===== src/assert_macros.svh =====
// Assertion macros shared by the canvas line drawer RTL.
`ifndef ASSERT_MACROS_SVH
`define ASSERT_MACROS_SVH

// Check a property on every rising clock edge outside of reset.
`define CCLD_ASSERT(name, clk, rst_n, prop, msg) \
  name: assert property (@(posedge clk) disable iff (!rst_n) prop) else $error(msg);

// Check that a condition never holds outside of reset.
`define CCLD_ASSERT_NEVER(name, clk, rst_n, cond, msg) \
  `CCLD_ASSERT(name, clk, rst_n, !(cond), msg)

`endif


===== src/ccld_pkg.sv =====
// ----------------------------------------------------------------------------
// ccld_pkg
// Types, constants and helpers shared by the canvas line drawer modules.
// ----------------------------------------------------------------------------
`default_nettype none

package ccld_pkg;

  localparam int DEF_MAX_ROWS = 64;
  localparam int DEF_MAX_COLS = 64;

  localparam int CFG_SIZE_W = 7;
  localparam int CHAR_W     = 8;
  localparam int FIELD_W    = 6;
  localparam int SIZE_W     = 9;   // effective size, up to 127
  localparam int COORD_W    = 8;   // storage row / column, up to 255
  localparam int LEN_W      = 6;
  localparam int CFG_IDX_W  = 3;
  localparam int STATUS_W   = 2;

  localparam int QUEUE_DEPTH = 2;

  localparam logic [CFG_SIZE_W-1:0] ROWS_RESET   = 7'd64;
  localparam logic [CFG_SIZE_W-1:0] COLS_RESET   = 7'd64;
  localparam logic [CHAR_W-1:0]     BLANK_RESET  = 8'd42;
  localparam logic [CHAR_W-1:0]     ASCEND_RESET = 8'd47;
  localparam logic [CHAR_W-1:0]     CROSS_RESET  = 8'd43;

  localparam logic [CHAR_W-1:0] CH_HORIZ = 8'd45;   // '-'
  localparam logic [CHAR_W-1:0] CH_VERT  = 8'd124;  // '|'
  localparam logic [CHAR_W-1:0] CH_DESC  = 8'd92;   // '\'

  typedef enum logic [CFG_IDX_W-1:0] {
    CFG_ROWS   = 3'd0,
    CFG_COLS   = 3'd1,
    CFG_BLANK  = 3'd2,
    CFG_ASCEND = 3'd3,
    CFG_CROSS  = 3'd4
  } cfg_idx_e;

  typedef enum logic [STATUS_W-1:0] {
    ST_DONE  = 2'd0,
    ST_SHAPE = 2'd1,
    ST_RANGE = 2'd2
  } status_e;

  typedef enum logic [1:0] {
    LINE_HORIZ = 2'd0,
    LINE_VERT  = 2'd1,
    LINE_ASC   = 2'd2,
    LINE_DESC  = 2'd3
  } line_e;

  typedef enum logic [1:0] {
    STEP_HOLD = 2'd0,
    STEP_INC  = 2'd1,
    STEP_DEC  = 2'd2
  } step_e;

  typedef struct packed {
    logic [CFG_SIZE_W-1:0] rows;
    logic [CFG_SIZE_W-1:0] cols;
    logic [CHAR_W-1:0]     blank;
    logic [CHAR_W-1:0]     ascend;
    logic [CHAR_W-1:0]     cross_ch;
  } cfg_t;

  typedef struct packed {
    logic               is_read;
    status_e            status;
    line_e              line;
    step_e              row_step;
    step_e              col_step;
    logic [COORD_W-1:0] prow;
    logic [COORD_W-1:0] col;
    logic [LEN_W-1:0]   len;
  } cmd_t;

  // Clamp a size register to the range 1 .. maxv.
  function automatic logic [SIZE_W-1:0] eff_size(input logic [CFG_SIZE_W-1:0] v,
                                                 input int maxv);
    logic [SIZE_W-1:0] wide;
    logic [SIZE_W-1:0] lim;
    wide = {{(SIZE_W-CFG_SIZE_W){1'b0}}, v};
    lim  = SIZE_W'(maxv);
    if (v == '0) begin
      return SIZE_W'(1);
    end else if (wide > lim) begin
      return lim;
    end
    return wide;
  endfunction

endpackage

`default_nettype wire


===== src/ccld_queue.sv =====
// ----------------------------------------------------------------------------
// ccld_queue
// Short command queue between the classifier and the drawing engine.
// ----------------------------------------------------------------------------
`default_nettype none
`include "assert_macros.svh"

module ccld_queue
  import ccld_pkg::*;
(
  input  wire  clk_i,
  input  wire  rst_ni,
  input  wire  push_i,
  input  cmd_t cmd_i,
  output logic full_o,
  input  wire  pop_i,
  output cmd_t cmd_o,
  output logic empty_o
);

  localparam int PTR_W = (QUEUE_DEPTH > 1) ? $clog2(QUEUE_DEPTH) : 1;
  localparam int CNT_W = $clog2(QUEUE_DEPTH + 1);

  cmd_t             slot_q [QUEUE_DEPTH];
  logic [PTR_W-1:0] wptr_q, wptr_d;
  logic [PTR_W-1:0] rptr_q, rptr_d;
  logic [CNT_W-1:0] count_q, count_d;

  assign full_o  = (count_q == CNT_W'(QUEUE_DEPTH));
  assign empty_o = (count_q == '0);
  assign cmd_o   = slot_q[rptr_q];

  always_comb begin
    wptr_d  = wptr_q;
    rptr_d  = rptr_q;
    count_d = count_q;
    if (push_i) begin
      wptr_d = (wptr_q == PTR_W'(QUEUE_DEPTH - 1)) ? '0 : wptr_q + PTR_W'(1);
    end
    if (pop_i) begin
      rptr_d = (rptr_q == PTR_W'(QUEUE_DEPTH - 1)) ? '0 : rptr_q + PTR_W'(1);
    end
    if (push_i && !pop_i) begin
      count_d = count_q + CNT_W'(1);
    end else if (pop_i && !push_i) begin
      count_d = count_q - CNT_W'(1);
    end
  end

  always_ff @(posedge clk_i or negedge rst_ni) begin
    if (!rst_ni) begin
      wptr_q  <= '0;
      rptr_q  <= '0;
      count_q <= '0;
    end else begin
      wptr_q  <= wptr_d;
      rptr_q  <= rptr_d;
      count_q <= count_d;
    end
  end

  always_ff @(posedge clk_i) begin
    if (push_i) begin
      slot_q[wptr_q] <= cmd_i;
    end
  end

  `CCLD_ASSERT_NEVER(a_queue_overflow, clk_i, rst_ni, push_i && full_o,
                     "command queue written while full")
  `CCLD_ASSERT_NEVER(a_queue_underflow, clk_i, rst_ni, pop_i && empty_o,
                     "command queue popped while empty")

endmodule

`default_nettype wire


===== config.mk =====
export PLATFORM = sky130hd
export DESIGN_NAME = ccld_queue
export DESIGN_NICKNAME = d
export VERILOG_FILES = /design/src/ccld_pkg.sv /design/src/ccld_queue.sv
export VERILOG_INCLUDE_DIRS = /design/src /design/src/src
export SDC_FILE = /design/constraint.sdc
export NUM_CORES = 1
export LEC_CHECK = 0
export ABC_CLOCK_PERIOD_IN_PS = 2280
export BUFFER_PORTS_ARGS = -buffer_cell sky130_fd_sc_hd__buf_4
export CAP_MARGIN = 20
export CORE_UTILIZATION = 47
export DETAILED_ROUTE_END_ITERATION = 8
export PLACE_DENSITY = 0.75
export SKIP_LAST_GASP = 1
export SLEW_MARGIN = 25
export SYNTH_ARGS = -nofsm -noshare
export SYNTH_HDL_FRONTEND = slang
export SYNTH_SLANG_ARGS = --single-unit

===== constraint.sdc =====
create_clock -name clk_i -period 2.28 [get_ports clk_i]
set_input_delay 0.456 -clock clk_i [delete_from_list [all_inputs] [get_ports clk_i]]
set_output_delay 0.456 -clock clk_i [all_outputs]
set_load 0.1 [all_outputs]

# Yosys cells after proc, flatten, opt, wreduce, memory -nomap -nowiden
# Memories as Yosys holds them, arrays and structs flattened.
# Index checks and enable logic that the tools add are counted.
# Widths: inputs -> output; s select.
[totals] regBits=4 ramBits=62 input_bits=35 mem_count=1
[memory_table] memory="slot_q" depth=2 width=31 read_ports=1 rd_clocked_by_memory_dff=0 write_ports=1 line="ccld_queue.sv:24" rtl="cmd_t slot_q [QUEUE_DEPTH];"
[op_classes] addsub=4 eq_ne=1 mux=6 n_reduce_logical=6
[op_table] cell="$mux 1" n=4
[op_table] cell="$mux 2" n=2
[op_table] cell="$add 1x1->1 const B" n=2
[op_table] cell="$add 2x1->2 const B" n=1
[op_table] cell="$eq 2x2->1 const B" n=1
[op_table] cell="$logic_and 1x1->1" n=2
[op_table] cell="$logic_not 1->1" n=2
[op_table] cell="$logic_not 2->1" n=1
[op_table] cell="$reduce_bool 2->1" n=1
[op_table] cell="$sub 2x1->2 const B" n=1

# Depth between registers and ports, before layout
# Gate-level depths: netlist of run 1.
[depth] depth_word=4 ltp_mapped=5 mapped_depth_nobuf=5

# Worst setup path before layout of run 1
# No wires, ideal clock.
[synth_timing] path_type="input port to flip-flop" from="input port push_i" to="memory slot_q[0][0] (netlist bit), enable pin" setup_ps=423 arrival_ps=1861 required_ps=1857 slack_ps=-4 cell_stages=1 path_cell_list="nor2b_1"
[synth_between] elab_chain_len=2
[synth_lines] item="start, declared" line="ccld_queue.sv:13" rtl="input wire push_i,"
[synth_lines] item="$mux 1" line="ccld_queue.sv:63" rtl="if (push_i) begin"
[synth_lines] item="$mux 1 (not written as such)" line="ccld_queue.sv:64" rtl="slot_q[wptr_q] <= cmd_i;"
[synth_lines] item="end, declared" line="ccld_queue.sv:24"
# No other way between the ends.

==> results.md, run 1 <==
- Final hold violations: 0
- Largest family of logic cells by synthesized area: multiplexers
- FMAX: a little under 0.5 GHz
- EDFF count, synth: 62
- Die width: 76.1 um
- CP Cell Sequence: buf_4 -> mux2_2 -> buf_4
- Adder-Cell Fraction of Synth Area: less than 1%
- # nets final: approximately 230
- Final period util: between 80 and 90%
- Setup crit end kind: primary output
- Core ar.: approximately 0.0052 mm^2
- Ys Warns: 0
- Ports: roughly 70
- CP max-delay cell: mux2_2
- Cell taking the most area after synthesis: edfxtp_1
- Root Driver: clkbuf_8
- Area delta synth->final: 29.4%
- Async S/R FF share, synth: a little over 6%
- Post-CTS sizing: 0
- Post-Route WL: a little over 4000 um
- Routed via count: roughly 1300
- Max-cap violations: 0
- Register area share after synthesis: about three quarters
- Wirelength per Cell: between 15 and 20 um
- Die H: ~76 um
- Unrepaired setup endpoints after global routing: false
- Syn nets: approximately 150
- Slowest stage delay, CP: ~0.38 ns
- Buffers and inverters on the worst path: 2
- DR pass1 iterations: 4
- Gr usage total: 16.1%
- Distinct cells, synth: 13
- CTS max path bufs: 2
- Synth Area in Simple Gates: roughly 1%
- Synth Area in Compound Gates: 0%
- Initial DRC count: between 70 and 80
- Post-synth top area share: between 70% and 80%
- Crit path kind: flop to primary output
- Max-slew headroom: 65.1%
- Most frequent cell after synthesis: edfxtp_1
- Crit Path Max Fanout: 17
- Area of the mapped netlist: approximately 0.0026 mm^2
- Mean Syn Cell Area: 22.8 um^2
- Commonest cells post-synth: edfxtp_1 (62), mux2_4 (29), dfrtp_1 (4), xor2_1 (4), buf_12 (3)
- Status: finished clean
- Top cells by area, synth: edfxtp_1 (72%), mux2_4 (17%), dfrtp_1 (3.9%), buf_12 (2.3%), xor2_1 (1.4%)
- Max H-tree Level: 3
- Vias per std cell: roughly 4.8
- Port Buffers: between 60 and 70
- Global-route wire length before repair: roughly 6700 um
- Routed Antenna Nets: 0
- Final GP Congestion: roughly 0.70
- Post-CTS setup buffers: 0
- Setup TNS Final: 0 ns
- Effective utilization at floorplan: 49.5%
- Final number of setup-violating endpoints: 0
- Most used cell, CP: buf_4
- Clock tree from TritonCTS: done
- Clk slew on worst S/H paths: about 0.06 ns
- Antenna violations before repair: 0
- Grt ovf: 0
- DRC errors left: 0
- Critical Path Start Type: flop
- Worst path arrival time: 1.59 ns
- Vias in the first global route: between 1000 and 1500
- Worst-margin pin slew: 0.523 ns
- Num rows: 26
- Clock skew: ~0.0055 ns
- CTS buffer count: 9
- Main synth FF type: edfxtp_1
- Sink Count: 66
- Filler Cell Count: 385
- Cells after Synth: about 110
- Diode count: 0
- Yosys reg bits: 66
- Fraction of layout cells with a size suffix above 1: roughly three fifths
- Crit path required time: 1.82 ns
- Delay-heaviest family, CP: buffers and inverters
- Post-synthesis mux area share: between 10% and 20%
- Detailed placer's ending HPWL: just under 3000 um
- Min Tclk post-route: between 2 and 2.5 ns
- Largest net degree at the start of global routing: 18
- Hold Crit Class: primary input to flop
- Post-Synth XOR/XNOR Area: 1.70%
- Die area: 0.00578 mm^2
- Fin. max-slew vios: 0
- Worst-Skew Late Latency: approximately 0.33 ns
[layout by cell type, fill, tap and decap left out, drive strengths merged]
cell         count
buf             72
edfxtp          62
mux2            31
clkbuf          16
xor2             4
dfrtp            4
nor2             2
nor2b            2
inv              1
and2             1
xnor2            1
ha               1
dlygate4sd3      1
[logic make-up after synthesis]
group / count (synthesis)
buf+inv: 5
simple gates: 5
xor+xnor: 5
flops: 66
mux: 31
fa+ha+maj: 1
[sequential cells by signal, indices dropped and copies added, names as in the netlist]
register,flops
rptr_q,1
slot_q,62
count_q,2
wptr_q,1
[metrics by stage]
step                std cells  cell area, um^2  worst slack [ns]  util [%]  hold slack (ns)
floorplan                 113             2580            0.0709         -            0.160
global placement          251             3160             0.594      60.6            0.253
detailed placement        251             3160             0.577      60.6            0.256
CTS                       268             3340             0.197      64.1            0.284
global route              268             3340             0.156      64.1            0.281
finish                    268             3340             0.231      64.1            0.303
[final timing paths]
check                      cells after the start       start             to  slack [ns]
max in group asynchronous                      2      rst_ni         rptr_q        1.71
max                                            3      rptr_q      cmd_o[11]        0.23
max reg2reg                                    2      wptr_q  slot_q[0][21]        0.88
min in group asynchronous                      2      rst_ni     count_q[0]        0.46
min reg2reg                                    1  count_q[1]     count_q[1]        0.50
min                                            2       pop_i         rptr_q        0.30
[repair_timing]
| action | 4_1_cts | 5_1_grt |
|---|---|---|
| endpoints found under the hold margin | 4 | 0 |
| setup endpoints to repair | 0 | 0 |
| hold buffers | 1 | 0 |
[layout make-up]
| class | count | area [um^2] | share of cell area [%] |
|---|---|---|---|
| Timing Repair Buffer | 73 | 563 | 16.9 |
| Tap cell | 70 | 87.6 | 2.63 |
| Multi-Input combinational cell | 42 | 548 | 16.4 |
| Sequential cell | 66 | 1960 | 58.9 |
| Clock buffer | 16 | 170 | 5.10 |
| Inverter | 1 | 3.75 | 0.113 |
[per-layer routing]
metal,GRT usage (%),wire (um),vias up
met2,25.6,2130,46
met3,5.75,219,10
li1,-,-,593
met5,0,0,-
met4,9.81,108,0
met1,18.6,1660,626
Power of run 1 is not shown: default switching activity piles up to over one toggle a cycle in this logic, so the estimate is an artifact.
==> run 2: changes to the inputs <==
REMOVE_ABC_BUFFERS = 1   (was not set)
==> run 2 against run 1 <==
Sequential share of layout area is 0.96 points lower. Global-route usage is 0.65 points lower. Die area stayed put. Wire length is 2.8% higher. Maximum frequency is 3.7% lower. Clock skew hardly changed. Critical path depth stayed put. Highest routed layer unchanged.
==> results.md, run 2 (same netlist as run 1, synthesis figures left out) <==
- Diode count: 0
- Ports: 68
- Hold Crit Class: primary input to flop
- CTS max path bufs: 2
- Die width: approximately 76 um
- Largest net degree at the start of global routing: 29
- Gr busiest metal: met2
- Crit Path Max Fanout: 13
- Hold EP: rptr_q
- Vias per std cell: about 4.7
- CTS buffer count: 9
- Biggest register: slot_q
- Post-route setup slack: between 0.15 and 0.2 ns
- Hold Crit Depth: 2
- Port Buffers: 67
- Crit path kind: flop to primary output
- Final GP Congestion: slightly above 0.7
- Setup crit end kind: primary output
- Post-CTS sizing: 0
- Area delta synth->final: 31.6%
- Final hold violations: 0
- Vias in the first global route: 1385
- Unrepaired setup endpoints after global routing: false
- Die area: between 0.005 and 0.006 mm^2
- # nets final: 230
- Status: finished clean
- Wirelength per Cell: 15.7 um
- Largest regs: slot_q (62), count_q (2)
- Num rows: 26
- Routed Antenna Nets: 0
- Post-CTS setup buffers: 0
- DR pass1 iterations: 4
- Antenna violations before repair: 0
- FF-to-FF path depth: 2
- Met1 Use GR: 16.3%
- Grt ovf: 0
- Met2 GRT Util: between 20% and 30%
- FF-to-FF setup slack: 0.94 ns
- Clock skew: between 0.005 and 0.006 ns
- Worst-Skew Late Latency: between 0.3 and 0.4 ns
- Gr usage total: between 10% and 20%
- Hold_sp: pop_i
- Root Driver: clkbuf_8
- Core ar.: ~0.0052 mm^2
- Effective utilization at floorplan: 49.5%
- Max-cap violations: 0
- Met3 global-route usage: roughly 6.3%
- Die H: roughly 76 um
- Fin. max-slew vios: 0
- FF-to-FF End: slot_q[0][9]
- FMAX: approximately 0.47 GHz
- Critical Path Start Type: flop
- Min Tclk post-route: between 2 and 2.5 ns
- Worst-margin pin slew: between 0.4 and 0.5 ns
- Crit path required time: approximately 1.8 ns
- Worst r2r src: wptr_q
- Most frequent cells in the layout: buf_4 (71), edfxtp_1 (62), mux2_4 (29)
- Max H-tree Level: 3
- Post-Route WL: between 4000 and 5000 um
- Pre-CTS setup slack: 0.489 ns
- Clock tree from TritonCTS: done
- Final number of setup-violating endpoints: 0
- Global-route wire length before repair: 6560 um
- Most common cell after layout, fill and taps aside: buf_4
- Max reg flops: between 60 and 70
- Worst path arrival time: 1.67 ns
- Initial DRC count: 41
- Fraction of layout cells with a size suffix above 1: a little over 60%
- Routed via count: ~1300
- Max-slew headroom: 73.3%
- Clk slew on worst S/H paths: about 0.060 ns
- Final period util: approximately 93%
- DRC errors left: 0
- Sink Count: 66
run 2: what timing repair did:
| item | CTS | global route |
|---|---|---|
| endpoints found under the setup margin | 0 | 0 |
| endpoints found under the hold margin | 4 | 0 |
| hold buffers | 1 | 0 |
run 2: worst max-delay path by stage:
stage / end / cells past startpoint / startpoint / slack, ns
final: cmd_o[11] / 3 / rptr_q / 0.15
after global routing: cmd_o[11] / 3 / rptr_q / 0.09
after detailed placement: cmd_o[11] / 3 / rptr_q / 0.49
after CTS: cmd_o[11] / 3 / rptr_q / 0.12
after floorplan: cmd_o[10] / 1 / rptr_q / -0.17
after global placement: cmd_o[11] / 3 / rptr_q / 0.51
run 2: layout make-up:
type | count | area, um^2
tap | 70 | 87.6
fill | 382 | 1810
inverter | 1 | 3.75
sequential | 66 | 1960
multi-input combinational | 42 | 548
clock buffer | 12 | 155
clock inverter | 4 | 50.0
timing repair buffer | 74 | 583
run 2: per-stage QoR:
step           instance area, um^2  cells  hold WS, ns  utilization (%)  setup TNS, ns
6_report                      3390    269        0.304             65.1              0
2_1_floorplan                 2510    109        0.160                -         -0.531
4_1_cts                       3390    269        0.290             65.1              0
5_1_grt                       3390    269        0.285             65.1              0
3_5_place_dp                  3180    252        0.256             61.0              0
3_3_place_gp                  3180    252        0.253             61.0              0
run 2: metal layers:
| metal | up-vias | share of wire (%) |
|---|---|---|
| li1 | 594 | - |
| met1 | 616 | 39 |
| met2 | 48 | 53 |
| met3 | 6 | 6.8 |
| met4 | 0 | 1.2 |
| met5 | - | 0 |
run 2: worst max-delay path, stage by stage, from the launching register on:
cell and delay, ns:
dfrtp_2 0.56, buf_12 0.21, mux2_2 0.34, buf_4 0.23
Power of run 2 is left out for the same reason.
==> run 3: changes to the inputs <==
CORE_UTILIZATION = 45   (was 47)
PLACE_DENSITY = 0.73   (was 0.75)
==> run 3 against run 2 <==
Cell count stayed put. First-iteration DRC count is 20% higher. Global-route usage is 0.64 points lower. Critical path type unchanged. Highest routed layer unchanged.
==> results.md, run 3 (same netlist as run 1, synthesis figures left out) <==
- Largest net degree at the start of global routing: 20
- Ports: between 60 and 70
- Clk slew on worst S/H paths: around 0.060 ns
- Grt ovf: 0
- Buffers and inverters on the worst path: 2
- Root Driver: clkbuf_8
- Unrepaired setup endpoints after global routing: false
- Slowest stage delay, CP: roughly 0.60 ns
- Effective utilization at floorplan: 46.8%
- Max-slew headroom: a little under three quarters
- Die area: between 0.006 and 0.007 mm^2
- CTS max path bufs: 2
- Crit path required time: roughly 1.8 ns
- Initial DRC count: 49
- DR pass1 iterations: 4
- Final period util: a little over nine tenths
- Fin. max-slew vios: 0
- Final number of setup-violating endpoints: 0
- Most frequent cells in the layout: buf_4 (70), edfxtp_1 (62), mux2_4 (29)
- Fraction of layout cells with a size suffix above 1: 59.4%
- FMAX: between 0.4 and 0.5 GHz
- Crit Path Max Fanout: 14
- Max-cap violations: 0
- Worst-Skew Late Latency: 0.32 ns
- # nets final: about 230
- Detailed placer's ending HPWL: 2820 um
- Most common cell after layout, fill and taps aside: buf_4
- Gr usage total: 14.8%
- Worst-margin pin slew: 0.435 ns
- Biggest register: slot_q
- Die width: 77.7 um
- Diode count: 0
- Port Buffers: 67
- Post-Route WL: between 4000 and 5000 um
- Clock skew: 0.00449 ns
- Clock tree from TritonCTS: done
- Max reg flops: a little over 60
- Setup crit end kind: primary output
- Vias in the first global route: ~1300
- Filler Cell Count: just over 400
- Worst path arrival time: roughly 1.7 ns
- Routed Antenna Nets: 0
- Routed via count: between 1000 and 1500
- Core ar.: 0.00551 mm^2
- Largest regs: slot_q (62), count_q (2)
- Wirelength per Cell: between 10 and 15 um
- Die H: 77.7 um
- Status: finished clean
- Sink Count: between 60 and 70
- Final hold violations: 0
- Final Util: approximately three fifths
- Final GP Congestion: 0.664
- CP max-delay cell: dfrtp_4
- Area delta synth->final: 29.3%
- CP Cell Sequence: buf_12 -> mux2_2 -> buf_4
- Vias per std cell: 4.65
- Multi-input gate area: between 500 and 600 um^2
- Flip-flop and latch area: a little under 0.002 mm^2
- Antenna violations before repair: 0
- Max H-tree Level: 3
- Crit path kind: flop to primary output
- Delay-heaviest family, CP: flip-flops
- Hold Crit Class: primary input to flop
- Num rows: 27
- Min Tclk post-route: 2.18 ns
- Critical Path Start Type: flop
- DRC errors left: 0
- Global-route wire length before repair: 6490 um
- CTS buffer count: 9
run 3: metal layers:
| layer | part of all wire [%] | wire, um | track usage, % | vias up |
|---|---|---|---|---|
| met5 | 0 | 0 | 0 | - |
| met3 | 5.4 | 218 | 4.00 | 4 |
| li1 | - | - | - | 592 |
| met2 | 47 | 1910 | 22.3 | 49 |
| met1 | 46 | 1860 | 19.7 | 606 |
| met4 | 1.1 | 43 | 7.36 | 0 |
run 3: timing repair:
action | 4_1_cts | 5_1_grt
hold buffers | 1 | 0
buffers inserted | 0 | 0
endpoints found under the hold margin | 4 | 0
setup endpoints to repair | 1 | 0
gates resized for setup | 1 | 0
run 3: final timing paths:
check | startpoint | to | slack [ns] | cells past startpoint
worst max register to register | wptr_q | slot_q[0][1] | 0.93 | 2
worst min-delay path | pop_i | rptr_q | 0.31 | 2
worst min register to register | count_q[1] | count_q[1] | 0.49 | 1
worst max-delay path | rptr_q | cmd_o[10] | 0.10 | 3
max in group asynchronous | rst_ni | rptr_q | 1.71 | 2
min in group asynchronous | rst_ni | rptr_q | 0.45 | 2
run 3: per-stage QoR:
stage	worst slack [ns]	area, um^2	setup TNS (ns)	hold slack [ns]	std cells
after floorplan	-0.167	2510	-0.531	0.160	109
after global placement	0.391	3170	0	0.252	253
after detailed placement	0.359	3170	0	0.254	253
after CTS	0.0777	3330	0	0.299	269
after global routing	0.0514	3330	0	0.295	269
final	0.104	3330	0	0.315	269
run 3: layout make-up:
cell class	instances	area share, %
clock buffer	10	3.83
clock inverter	5	0.676
inverter	1	0.113
multi-input combinational	42	16.4
sequential	66	59.0
tap	72	2.70
timing repair buffer	73	17.3
Power of run 3 is left out for the same reason.
