<file path="config.mk">
export PLATFORM = sky130hd
export DESIGN_NAME = ccld_front_flat
export DESIGN_NICKNAME = d
export VERILOG_FILES = /design/src/assert_macros.svh /design/src/ccld_pkg.sv /design/src/ccld_if.sv /design/src/ccld_front.sv /design/src/flat_wrapper.sv
export SDC_FILE = /design/constraint.sdc
export NUM_CORES = 1
export LEC_CHECK = 0
export BUFFER_PORTS_ARGS = -buffer_cell sky130_fd_sc_hd__buf_2
export CAP_MARGIN = 20
export CORE_MARGIN = 2
export CORE_UTILIZATION = 32
export DETAILED_ROUTE_END_ITERATION = 16
export MAX_ROUTING_LAYER = met4
export SLEW_MARGIN = 20
export SYNTH_ARGS = -nofsm -noshare
export SYNTH_HDL_FRONTEND = slang
export SYNTH_SLANG_ARGS = --single-unit
</file>
<file path="constraint.sdc">
create_clock -name vclk -period 3.9
set_input_delay 0.39 -clock vclk [all_inputs]
set_output_delay 0.39 -clock vclk [all_outputs]
set_load 0.02 [all_outputs]
</file>
<file path="src/assert_macros.svh">
// Assertion macros shared by the canvas line drawer RTL.
`ifndef ASSERT_MACROS_SVH
`define ASSERT_MACROS_SVH

// Check a property on every rising clock edge outside of reset.
`define CCLD_ASSERT(name, clk, rst_n, prop, msg) \
  name: assert property (@(posedge clk) disable iff (!rst_n) prop) else $error(msg);

// Check that a condition never holds outside of reset.
`define CCLD_ASSERT_NEVER(name, clk, rst_n, cond, msg) \
  `CCLD_ASSERT(name, clk, rst_n, !(cond), msg)

`endif

</file>
<file path="src/ccld_pkg.sv">
// ----------------------------------------------------------------------------
// ccld_pkg
// Types, constants and helpers shared by the canvas line drawer modules.
// ----------------------------------------------------------------------------
`default_nettype none

package ccld_pkg;

  localparam int DEF_MAX_ROWS = 64;
  localparam int DEF_MAX_COLS = 64;

  localparam int CFG_SIZE_W = 7;
  localparam int CHAR_W     = 8;
  localparam int FIELD_W    = 6;
  localparam int SIZE_W     = 9;   // effective size, up to 127
  localparam int COORD_W    = 8;   // storage row / column, up to 255
  localparam int LEN_W      = 6;
  localparam int CFG_IDX_W  = 3;
  localparam int STATUS_W   = 2;

  localparam int QUEUE_DEPTH = 2;

  localparam logic [CFG_SIZE_W-1:0] ROWS_RESET   = 7'd64;
  localparam logic [CFG_SIZE_W-1:0] COLS_RESET   = 7'd64;
  localparam logic [CHAR_W-1:0]     BLANK_RESET  = 8'd42;
  localparam logic [CHAR_W-1:0]     ASCEND_RESET = 8'd47;
  localparam logic [CHAR_W-1:0]     CROSS_RESET  = 8'd43;

  localparam logic [CHAR_W-1:0] CH_HORIZ = 8'd45;   // '-'
  localparam logic [CHAR_W-1:0] CH_VERT  = 8'd124;  // '|'
  localparam logic [CHAR_W-1:0] CH_DESC  = 8'd92;   // '\'

  typedef enum logic [CFG_IDX_W-1:0] {
    CFG_ROWS   = 3'd0,
    CFG_COLS   = 3'd1,
    CFG_BLANK  = 3'd2,
    CFG_ASCEND = 3'd3,
    CFG_CROSS  = 3'd4
  } cfg_idx_e;

  typedef enum logic [STATUS_W-1:0] {
    ST_DONE  = 2'd0,
    ST_SHAPE = 2'd1,
    ST_RANGE = 2'd2
  } status_e;

  typedef enum logic [1:0] {
    LINE_HORIZ = 2'd0,
    LINE_VERT  = 2'd1,
    LINE_ASC   = 2'd2,
    LINE_DESC  = 2'd3
  } line_e;

  typedef enum logic [1:0] {
    STEP_HOLD = 2'd0,
    STEP_INC  = 2'd1,
    STEP_DEC  = 2'd2
  } step_e;

  typedef struct packed {
    logic [CFG_SIZE_W-1:0] rows;
    logic [CFG_SIZE_W-1:0] cols;
    logic [CHAR_W-1:0]     blank;
    logic [CHAR_W-1:0]     ascend;
    logic [CHAR_W-1:0]     cross_ch;
  } cfg_t;

  typedef struct packed {
    logic               is_read;
    status_e            status;
    line_e              line;
    step_e              row_step;
    step_e              col_step;
    logic [COORD_W-1:0] prow;
    logic [COORD_W-1:0] col;
    logic [LEN_W-1:0]   len;
  } cmd_t;

  // Clamp a size register to the range 1 .. maxv.
  function automatic logic [SIZE_W-1:0] eff_size(input logic [CFG_SIZE_W-1:0] v,
                                                 input int maxv);
    logic [SIZE_W-1:0] wide;
    logic [SIZE_W-1:0] lim;
    wide = {{(SIZE_W-CFG_SIZE_W){1'b0}}, v};
    lim  = SIZE_W'(maxv);
    if (v == '0) begin
      return SIZE_W'(1);
    end else if (wide > lim) begin
      return lim;
    end
    return wide;
  endfunction

endpackage

`default_nettype wire

</file>
<file path="src/ccld_if.sv">
// ----------------------------------------------------------------------------
// ccld_in_if / ccld_out_if
// Valid/ready channels for draw and read requests and for their results.
// ----------------------------------------------------------------------------
`default_nettype none

interface ccld_in_if;
  logic       valid;
  logic       ready;
  logic       kind;
  logic [5:0] first_row;
  logic [5:0] first_col;
  logic [5:0] second_row;
  logic [5:0] second_col;

  modport source (output valid, kind, first_row, first_col, second_row, second_col,
                  input ready);
  modport sink   (input valid, kind, first_row, first_col, second_row, second_col,
                  output ready);
endinterface


`default_nettype wire

</file>
<file path="src/ccld_front.sv">
// ----------------------------------------------------------------------------
// ccld_front
// Accept requests, check bounds and classify the line shape into a command.
// ----------------------------------------------------------------------------
`default_nettype none

module ccld_front
  import ccld_pkg::*;
#(
  parameter int MAX_ROWS = DEF_MAX_ROWS,
  parameter int MAX_COLS = DEF_MAX_COLS
) (
  ccld_in_if.sink in_ch,
  input  cfg_t    cfg_i,
  input  wire     clearing_i,
  input  wire     queue_full_i,
  output logic    push_o,
  output cmd_t    cmd_o
);

  logic [SIZE_W-1:0]  rows_eff, cols_eff;
  logic [SIZE_W-1:0]  r0, c0, r1, c1;
  logic [SIZE_W-1:0]  prow_full;
  logic               out0, out1;
  logic signed [FIELD_W:0] rise, run;
  logic [FIELD_W:0]   rise_abs, run_abs;
  logic               is_h, is_v, is_a, is_d;

  assign in_ch.ready = !queue_full_i && !clearing_i;
  assign push_o      = in_ch.valid && in_ch.ready;

  always_comb begin
    rows_eff = eff_size(cfg_i.rows, MAX_ROWS);
    cols_eff = eff_size(cfg_i.cols, MAX_COLS);
    r0 = SIZE_W'(in_ch.first_row);
    c0 = SIZE_W'(in_ch.first_col);
    r1 = SIZE_W'(in_ch.second_row);
    c1 = SIZE_W'(in_ch.second_col);

    out0 = (r0 >= rows_eff) || (c0 >= cols_eff);
    out1 = (r1 >= rows_eff) || (c1 >= cols_eff);

    rise = $signed({1'b0, in_ch.second_row}) - $signed({1'b0, in_ch.first_row});
    run  = $signed({1'b0, in_ch.second_col}) - $signed({1'b0, in_ch.first_col});
    rise_abs = rise[FIELD_W] ? -rise : rise;
    run_abs  = run[FIELD_W] ? -run : run;

    is_h = (rise == '0) && (run != '0);
    is_v = (run == '0) && (rise != '0);
    is_a = (rise != '0) && (rise == run);
    is_d = (rise != '0) && (rise == -run);

    // storage rows run top-down
    prow_full = rows_eff - SIZE_W'(1) - r0;

    cmd_o          = '0;
    cmd_o.is_read  = in_ch.kind;
    cmd_o.prow     = prow_full[COORD_W-1:0];
    cmd_o.col      = COORD_W'(in_ch.first_col);
    cmd_o.status   = ST_DONE;
    cmd_o.line     = LINE_HORIZ;
    cmd_o.row_step = STEP_HOLD;
    cmd_o.col_step = STEP_HOLD;
    cmd_o.len      = rise_abs[LEN_W-1:0];

    if (in_ch.kind) begin
      if (out0) begin
        cmd_o.status = ST_RANGE;
      end
    end else if (out0 || out1) begin
      cmd_o.status = ST_RANGE;
    end else begin
      // row up on the canvas is a lower storage row
      if (rise > 0) begin
        cmd_o.row_step = STEP_DEC;
      end else if (rise < 0) begin
        cmd_o.row_step = STEP_INC;
      end
      if (run > 0) begin
        cmd_o.col_step = STEP_INC;
      end else if (run < 0) begin
        cmd_o.col_step = STEP_DEC;
      end
      if (is_h) begin
        cmd_o.line = LINE_HORIZ;
        cmd_o.len  = run_abs[LEN_W-1:0];
      end else if (is_v) begin
        cmd_o.line = LINE_VERT;
      end else if (is_a) begin
        cmd_o.line = LINE_ASC;
      end else if (is_d) begin
        cmd_o.line = LINE_DESC;
      end else begin
        cmd_o.status = ST_SHAPE;
      end
    end
  end

endmodule

`default_nettype wire

</file>
<file path="src/flat_wrapper.sv">
// flat-port wrapper written by rule: the top's interface ports become plain ports
module ccld_front_flat import ccld_pkg::*;
#(
  parameter int MAX_ROWS = DEF_MAX_ROWS,
  parameter int MAX_COLS = DEF_MAX_COLS
)
  (cfg_i, clearing_i, queue_full_i, push_o, cmd_o, in_ch_valid, in_ch_kind, in_ch_first_row, in_ch_first_col, in_ch_second_row, in_ch_second_col, in_ch_ready);
  ccld_in_if in_ch_i ();
  input  cfg_t cfg_i;
  input  wire clearing_i;
  input  wire queue_full_i;
  output logic push_o;
  output cmd_t cmd_o;
  input wire logic [$bits(in_ch_i.valid)-1:0] in_ch_valid;
  input wire logic [$bits(in_ch_i.kind)-1:0] in_ch_kind;
  input wire logic [$bits(in_ch_i.first_row)-1:0] in_ch_first_row;
  input wire logic [$bits(in_ch_i.first_col)-1:0] in_ch_first_col;
  input wire logic [$bits(in_ch_i.second_row)-1:0] in_ch_second_row;
  input wire logic [$bits(in_ch_i.second_col)-1:0] in_ch_second_col;
  output wire logic [$bits(in_ch_i.ready)-1:0] in_ch_ready;
  assign in_ch_i.valid = in_ch_valid;
  assign in_ch_i.kind = in_ch_kind;
  assign in_ch_i.first_row = in_ch_first_row;
  assign in_ch_i.first_col = in_ch_first_col;
  assign in_ch_i.second_row = in_ch_second_row;
  assign in_ch_i.second_col = in_ch_second_col;
  assign in_ch_ready = in_ch_i.ready;
  ccld_front #(.MAX_ROWS(MAX_ROWS), .MAX_COLS(MAX_COLS)) u_core (.in_ch(in_ch_i), .cfg_i(cfg_i), .clearing_i(clearing_i), .queue_full_i(queue_full_i), .push_o(push_o), .cmd_o(cmd_o));
endmodule
</file>
; After elaboration in Yosys (flattened, before gate mapping)
; Cells that the tools add are included.
[totals]
reg_bits = 0
in_bits = 66
[op_classes]
add_sub_neg = 6
n_lt_le_gt_ge = 10
eq_ne = 2
n_mux = 32
reduce_logical = 17
[ops]
columns = cell, n
row1 = two-way mux 9 bit, 6
row2 = two-way mux 6 bit, 7
row3 = >= comparator 6 x 9 -> 1 bit, 4
row4 = logical NOT 7 bit, 4
row5 = two-way mux 2 bit, 13
row6 = equality test 7 bit, 2
row7 = "> comparator 7 x 1 -> 1 bit, second input constant", 2
row8 = "> comparator 7 bit, second input constant", 2
row9 = "less-than comparator 7 x 1 -> 1 bit, second input constant", 2
row10 = nonzero test 7 bit, 2
row11 = subtractor 6 x 6 -> 7 bit, 2
row12 = "subtractor 8 x 1 -> 8 bit, second input constant", 1
row13 = subtractor 8 x 6 -> 8 bit, 1
row14 = negation 7 bit, 1
row15 = logical AND 1 bit, 6
row16 = two-way mux 1 bit, 6
row17 = negation 6 bit, 1
row18 = logical OR 1 bit, 3
row19 = logical NOT 1 bit, 2

; Depth between registers and ports, before layout
; Gate-level depths: netlist of run 1.
[logic_depth]
word_depth = 10
mapped_depth = 14
mapped_depth_nobuf = 12

; Worst setup path before layout of run 1
; Ideal clock, no wire load.
[synth_timing]
path_type = input -> output
startpoint = input port cfg_i[37] (netlist name)
endpoint = output port cmd_o[2] (netlist name)
t_arrival_ns = 3.469
required_time_ns = 3.510
slack_ns = 0.041
stages = 13
cell_sequence = clkbuf_1 -> nor2_1 -> ha_1 -> nand2b_1 -> a21o_1 -> a21o_1 -> a21oi_1 -> o311ai_1 -> or4_1 -> buf_2 -> or3_4 -> buf_6 -> o21ai_0
[synth_lines]
columns = item, line
row1 = start: declaration, flat_wrapper.sv:9  ; input cfg_t cfg_i;
row2 = end: declaration, flat_wrapper.sv:13  ; output cmd_t cmd_o;

==> results of run 1 <==
## metrics by stage
| step | utilization | instances | setup slack, ns |
|---|---|---|---|
| 6_report | 0.412 | 427 | 0.0907 |
| 5_1_grt | 0.412 | 427 | -0.0366 |
| 4_1_cts | 0.398 | 426 | 0.0249 |
| 3_5_place_dp | 0.397 | 426 | -0.0850 |
| 3_3_place_gp | 0.397 | 426 | -0.0439 |
| 2_1_floorplan | - | 281 | 0.0412 |
## worst max-delay path: cells and delay by family
kind	cells	cell delay [ns]
AND/OR/NAND/NOR	5	1.47
multiplexers	1	0.32
AO/OA/AOI/OAI	5	0.75
adder cells (fa/ha/maj)	1	0.26
buffers and inverters	2	0.24
## report_power, final
part / internal (W) / total (W) / switching, W / leakage (nW)
clock network: 0 / 0 / 0 / 0
logic: 0.000230 / 0.000525 / 0.000295 / 1.36
registers: 0 / 0 / 0 / 0
total: 0.000230 / 0.000525 / 0.000295 / 1.36
## final timing paths
| kind | start | to | slack, ns | cells past startpoint |
|---|---|---|---|---|
| hold / removal | queue_full_i | in_ch_ready | 1.03 | 3 |
| setup / recovery | cfg_i[32] | cmd_o[5] | 0.09 | 14 |
## routing by layer
layer	routed length, µm	GRT usage	share of wire
met5	0	-	0
met4	36	0.0132	0.0073
met3	136	0.00198	0.028
met2	2410	0.240	0.49
met1	2330	0.182	0.47
## area by class of cell
type / instances / area, µm²
fill: 658 / 3690
inverter: 27 / 101
multi-input combinational: 239 / 1930
tap: 77 / 96.3
timing repair buffer: 84 / 459
## repair_timing
item,CTS,global route
pin swaps,2,11
resized for setup,2,16
setup buffers,0,1
endpoints found under the setup margin,5,8
## layout by cell type, fill, tap and decap left out, types with 3 or more instances in the layout
master     n
buf_2     70
ha_1      43
nor2_1    28
inv_1     27
xnor2_1   20
a21oi_1   19
nand2b_1  17
a21o_1    13
buf_4     13
xor2_1    10
nand2_1   10
nand3_1    5
o21ai_0    5
mux2i_1    4
o21bai_1   4
nor3_2     3
nand3b_1   3
and2_1     3
nor3b_1    3
a211oi_1   3
o21ai_1    3
nor3_1     3
fa_1       3
## Yosys cell counts (all sizes together)
library cell | n | area share
ha | 43 | 0.26
nor2 | 29 | 0.053
inv | 27 | 0.049
a21oi | 21 | 0.053
xnor2 | 20 | 0.085
nand2b | 19 | 0.058
a21o | 13 | 0.048
buf | 12 | 0.043
nand2 | 10 | 0.018
xor2 | 10 | 0.043
o21ai | 8 | 0.019
nor3 | 6 | 0.015
nand3 | 5 | 0.012
mux2i | 4 | 0.019
o21bai | 4 | 0.015
a2111oi | 3 | 0.016
a211oi | 3 | 0.011
and2 | 3 | 0.0091
clkbuf | 3 | 0.0055
fa | 3 | 0.029
mux2 | 3 | 0.018
nand3b | 3 | 0.011
nor3b | 3 | 0.011
or3b | 3 | 0.013
a31oi | 2 | 0.0061
and3 | 2 | 0.0061
nand4b | 2 | 0.0085
or2 | 2 | 0.0061
or3 | 2 | 0.0085
and4 | 1 | 0.0043
and4b | 1 | 0.0049
conb | 1 | 0.0018
nand4 | 1 | 0.0030
nor2b | 1 | 0.0030
nor4b | 1 | 0.0073
o211ai | 1 | 0.0037
o22a | 1 | 0.0043
o311ai | 1 | 0.0043
o31a | 1 | 0.0043
o41ai | 1 | 0.0043
or4 | 1 | 0.0037
## logic make-up after synthesis
family                     after synthesis
AOI/OAI and AO/OA                       59
adders and majority gates               46
other                                    1
muxes                                    7
and+or+nand+nor                         95
xor gates and xnor gates                30
buffers and inverters                   42
==> impl_metrics.toml, run 1 <==
[die]
rows = 29
io_pins = 99
initial_core_util = 0.327
core_area_um2 = 6280
die-area_um2 = 7080
fp.dieH_um = 84.1
die_x_um = 84.1

[timing]
setup_viol = 0
period_needed_ns = 3.81
worst_pin_slew_ns = 0.666
fin_crit_sh = 0.977
finalHoldViolCount = 0
slew_violations = 0
final.setup.tns_ns = 0
whs_ns = 1.03
max_freq_mhz = 263
slew_headroom = 0.553

[grt]
grt_start_max_net_pins = 12
grt_pass1_vias = 1952
grt-ovfl-total = 0
grt_pass1_wl_um = 8270
antenna_found_initial = 0
track_usage = 0.137

[setup_path]
critical_path_class = "in -> out"
start_kind = "input pin"
worst-endpoint-required_ns = 3.51
cp-end-kind = "primary output"
critPathMaxFanout = 6
cp_slowest_cell = "or4_4"
cp_common_cell = "a21o_1"
cp_cell_sequence = "buf_2 -> nor3_2 -> a21oi_1 -> nor2_2 -> ha_1 -> nand2b_4 -> a21o_1 -> a21o_1 -> a21oi_2 -> o311ai_2 -> or4_4 -> or3_4 -> mux2_4 -> buf_6"
cp.arrival_ns = 3.42
critPathMaxStageDelay_ns = 0.57

[power_and_ir_drop]
power_w = 0.000525
p_leak_nw = 1.36
power_density_nw_per_um2 = 203
ir_drop_mv = 0.0939

[finish]
seq_cells = 0
synthToLayoutAreaGrowth_pct = 25.8
final_nets = 464
nClkBuffers = 0
drive_above_1_share = 0.300
seqCellArea_um2 = 0
diodes = 0
fin_area_um2 = 2580

[yosys]
synthMuxAreaShare = 0.0378
synth_xor_area_frac = 0.128
syn-instance-count = 280
synth_simple_gate_area_frac = 0.255
synth_fa_ha_area_frac = 0.291
synth_top_family_by_area = "adder cells"
syn_area_um2 = 2050
synth_compound_area_frac = 0.188
ys_warn_count = 0
synth.distinct_cells = 49
syn_avg_cell_area_um2 = 7.34
seq_area_frac_synth = 0

[route]
vias = 2036
drc_errors = 0
via_per_inst = 4.77
first_pass_iters = 4
wl_um = 4920
dr.first_iter.drc_count = 45
ant_nets = 0
wl_per_cell_um = 11.5

[place]
postPlaceCellArea_um2 = 2490
port_buffers = 73
dp_hpwl_um = 4360
place_congestion = 0.908

[worst_hold_path]
worstHoldPathType = "in -> out"

[job]
maxCapViolations = 0

[run_status]
status = "completed"

[cts]
hold_buffers = 0
No activity file was read; power rests on OpenSTA's default activity.
==> run 2: changes to the inputs <==
Settings changed: ABC_AREA set to 1.
==> impl_metrics.toml, run 2 <==
[finish]
layout_commonest_cell = "nand2_1"
nClkBuffers = 0
diodes = 0
drive_above_1_share = 0.233
synthToLayoutAreaGrowth_pct = 18.1
seq_cells = 0
layout_common_cells = "nand2_1, buf_2, inv_1, ha_1, nand3_1"
final_nets = 581
seqCellArea_um2 = 0
fill_cells = 794

[yosys]
synth_commonest_cells = "nand2_1, inv_1, ha_1"
synth.most_common_cell = "nand2_1"
synth.distinct_cells = 33
synth_area_leaders = "ha_1, nand2_1, inv_1"
syn_area_um2 = 2340
syn_avg_cell_area_um2 = 5.82
synth_top_area_frac = 0.230
ys_warn_count = 0
syn-instance-count = 403
seq_area_frac_synth = 0
yosysTopAreaCell = "ha_1"

[route]
vias = 2600
first_pass_iters = 5
wl_per_cell_um = 10.5
wl_um = 5940
dr.first_iter.drc_count = 94
via_per_inst = 4.59
drc_errors = 0
ant_nets = 0

[die]
rows = 31
io_pins = 99
initial_core_util = 0.327
fp.dieH_um = 89.6
core_area_um2 = 7180
die-area_um2 = 8020
die_x_um = 89.6

[cts]
hold_buffers = 0
post_cts_buffers = 0
post_cts_resized = 0

[power_and_ir_drop]
power_density_nw_per_um2 = 184
power.share.clock = 0
p_seq_frac = 0
ir_drop_mv = 0.0573
intPower_w = 0.000183
p_leak_nw = 1.65
p_sw_frac = 0.639
power_switching_w = 0.000324
pwr-share-comb = 1.000

[grt]
grt_start_max_net_pins = 13
use_met3 = 0.00823
track_usage = 0.151
antenna_found_initial = 0
grt_pass1_vias = 2370
gr-max-usage-layer = "met2"
met2_usage = 0.269
grt_pass1_wl_um = 9820
met1_usage = 0.201
grt-ovfl-total = 0

[timing]
max_freq_mhz = 290
finalHoldViolCount = 0
rsz0062_at_grt = "false"
setup_viol = 0
period_needed_ns = 3.44
layout_setup_ws_ns = 0.456
final.setup.tns_ns = 0
fin_crit_sh = 0.883
slew_violations = 0

[setup_path]
worst-endpoint-required_ns = 3.51
cp.arrival_ns = 3.05
critPathMaxFanout = 7
start_kind = "input pin"
critical_path_class = "in -> out"
cp-end-kind = "primary output"

[place]
port_buffers = 73
dp_hpwl_um = 5410
place_congestion = 0.854
place_ws_ns = 0.461

[run_status]
status = "completed"

[job]
maxCapViolations = 0

[worst_hold_path]
worstHoldPathType = "in -> out"
==> run 2: cell types whose count changed after synthesis, moves of 7 or more <==
cell	previous run	this run
nand2_1	10	113
nand4_1	1	14
nand3_1	5	33
nand2_2	0	10
xnor2_1	20	3
o21ai_0	7	14
inv_1	27	62
nand2b_1	19	0
a21o_1	13	0
==> run 2: kinds of logic (layout without fill, tap and decap cells) <==
logic type                 count (synthesis)  after routing  synth area share
AOI/OAI and AO/OA                         46             46             0.114
xor gates and xnor gates                  13             13            0.0486
adders and majority gates                 46             46             0.255
buffers and inverters                     79            142             0.141
other                                      1              2           0.00160
and+or+nand+nor                          218            218             0.439
==> run 2: final cells by class <==
cell class	instances	area, µm²	area share
Multi-Input combinational cell	325	2020	0.728
Timing Repair Buffer	74	373	0.135
Inverter	68	255	0.0922
Tap cell	99	124	0.0448
==> run 2: metrics by stage <==
step | hold WS, ns | util | total power, W | area [µm²] | std cells
finish | 1.03 | 0.386 | 0.000508 | 2770 | 566
global route | 1.05 | 0.386 | 0.000581 | 2770 | 566
CTS | 1.04 | 0.386 | 0.000512 | 2770 | 566
detailed placement | 1.04 | 0.386 | 0.000510 | 2770 | 566
global placement | 1.04 | 0.386 | 0.000502 | 2770 | 566
floorplan | 0.855 | - | 0.000380 | 2350 | 404
==> run 2: power groups by stage <==
stage          clock (W)  sequential (W)  combinational [W]
2_1_floorplan          0               0           0.000380
3_5_place_dp           0               0           0.000510
3_3_place_gp           0               0           0.000502
4_1_cts                0               0           0.000512
5_1_grt                0               0           0.000581
6_report               0               0           0.000508
==> run 2: path summary, 6_finish.rpt <==
kind | from | end | slack [ns] | cells after the start
worst max-delay path | cfg_i[25] | cmd_o[3] | 0.46 | 18
worst min-delay path | in_ch_kind | cmd_o[30] | 1.03 | 2
==> run 2: critical path, cell delays in order <==
cell     delay [ns]
buf_2          0.10
nor4_1         0.34
a31o_2         0.20
nand2_1        0.04
inv_1          0.10
nand2_1        0.10
ha_1           0.32
a21oi_1        0.13
o21ai_0        0.09
nand3_1        0.07
nand4_1        0.09
nor2_1         0.18
nand2_1        0.08
nor2_2         0.25
nand2_2        0.17
o21ai_1        0.17
inv_1          0.05
buf_2          0.15
==> run 2: routing by layer <==
| layer | wire, µm | vias to the layer above | share of wire |
|---|---|---|---|
| li1 | - | 1429 | - |
| met1 | 3040 | 1122 | 0.51 |
| met2 | 2670 | 49 | 0.45 |
| met3 | 231 | 0 | 0.039 |
| met4 | 0 | 0 | 0 |
| met5 | 0 | - | 0 |
==> run 3: changes to the inputs <==
==> constraint.sdc (replaced) <==
create_clock -name vclk -period 3.9
set_input_delay 0.78 -clock vclk [all_inputs]
set_output_delay 0.78 -clock vclk [all_outputs]
set_load 0.02 [all_outputs]
==> impl_metrics.toml, run 3 (synthesis gave the netlist of run 2 again) <==
[place]
postPlaceCellArea_um2 = 2910
dp_hpwl_um = 5610
port_buffers = 73
place_congestion = 0.826
dp_cells = 585

[die]
io_pins = 99
core_area_um2 = 7180
die_x_um = 89.6
rows = 31
die-area_um2 = 8020
fp.dieH_um = 89.6
initial_core_util = 0.327

[grt]
track_usage = 0.163
grt_pass1_vias = 2447
antenna_found_initial = 0
grt_start_max_net_pins = 10
grt-ovfl-total = 0
grt_pass1_wl_um = 10500

[power_and_ir_drop]
p_leak_nw = 1.82
power_density_nw_per_um2 = 190
ir_drop_mv = 0.0655
power_w = 0.000619

[finish]
fin_area_um2 = 3250
layout_commonest_cell = "nand2_1"
diodes = 0
layout_common_cells = "nand2_1, buf_2, inv_1, ha_1, nand3_1"
instances_no_fill = 587
final_nets = 602
synthToLayoutAreaGrowth_pct = 38.8
seq_cells = 0
fill_cells = 768
seqCellArea_um2 = 0
nClkBuffers = 0
drive_above_1_share = 0.352

[setup_path]
critPathMaxFanout = 3
cp.arrival_ns = 3.08
cp-startpoint = "in_ch_second_col[0]"
cp-end-kind = "primary output"
worst-endpoint-required_ns = 3.12
critical_path_class = "in -> out"
start_kind = "input pin"

[route]
first_pass_iters = 4
wl_um = 6500
dr.first_iter.drc_count = 62
drc_errors = 0
ant_nets = 0
vias = 2740
via_per_inst = 4.67
wl_per_cell_um = 11.1

[worst_hold_path]
min_from = "in_ch_kind"
hold_depth = 2
worstHoldPathType = "in -> out"
whs_endpoint = "cmd_o[30]"

[timing]
period_needed_ns = 3.86
slew_violations = 0
rsz0062_at_grt = "true"
setup_viol = 0
fin_crit_sh = 0.990
whs_ns = 1.81
finalHoldViolCount = 0
max_freq_mhz = 259

[job]
maxCapViolations = 0

[run_status]
status = "completed"
==> run 3: final cells by class <==
type | instances | area [µm²] | share of cell area
Multi-Input combinational cell | 325 | 2260 | 0.695
Inverter | 68 | 260 | 0.0800
Timing Repair Buffer | 95 | 607 | 0.187
Tap cell | 99 | 124 | 0.0381
==> run 3: worst max-delay path, stage by stage <==
cell     delay (ns)
buf_2          0.10
inv_2          0.07
ha_4           0.13
inv_2          0.05
fa_2           0.55
inv_2          0.06
ha_4           0.26
or2_2          0.11
nand3_2        0.07
nor2_1         0.10
nand2_1        0.05
nor2_1         0.12
nand3_1        0.10
nor2_2         0.15
nand2_1        0.10
a21oi_2        0.17
buf_6          0.13
==> run 3: layer usage <==
| metal | track usage | routed length [µm] |
|---|---|---|
| met5 | - | 0 |
| met4 | 0 | 10 |
| met3 | 0.00823 | 229 |
| met2 | 0.290 | 3190 |
| met1 | 0.216 | 3060 |
==> run 3: stage by stage <==
stage / setup slack [ns] / utilization / setup TNS, ns
detailed placement: -0.304 / 0.406 / -2.93
CTS: 0.00261 / 0.429 / 0
global route: -0.158 / 0.453 / -1.08
global placement: -0.237 / 0.406 / -2.14
floorplan: 0.0342 / - / 0
finish: 0.0373 / 0.453 / 0
==> run 3: worst max path at each step <==
stage | endpoint | slack [ns] | depth (start not counted)
2_1_floorplan | cmd_o[0] | 0.03 | 15
3_3_place_gp | cmd_o[3] | -0.24 | 18
3_5_place_dp | cmd_o[3] | -0.30 | 18
4_1_cts | cmd_o[2] | 0.003 | 18
5_1_grt | cmd_o[27] | -0.16 | 17
6_report | cmd_o[27] | 0.04 | 17
==> run 3: timing repair <==
item                       CTS  global route
pin swaps                   10            17
gates resized for setup     33            48
setup endpoints to repair   13            13
hold endpoints to repair     0             0
setup buffers                0             2
hold buffers                 0             0
==> run 3: where the power goes <==
| group | internal [W] | switching (W) |
|---|---|---|
| logic | 0.000256 | 0.000363 |
| clock network | 0 | 0 |
| registers | 0 | 0 |
| total | 0.000256 | 0.000363 |
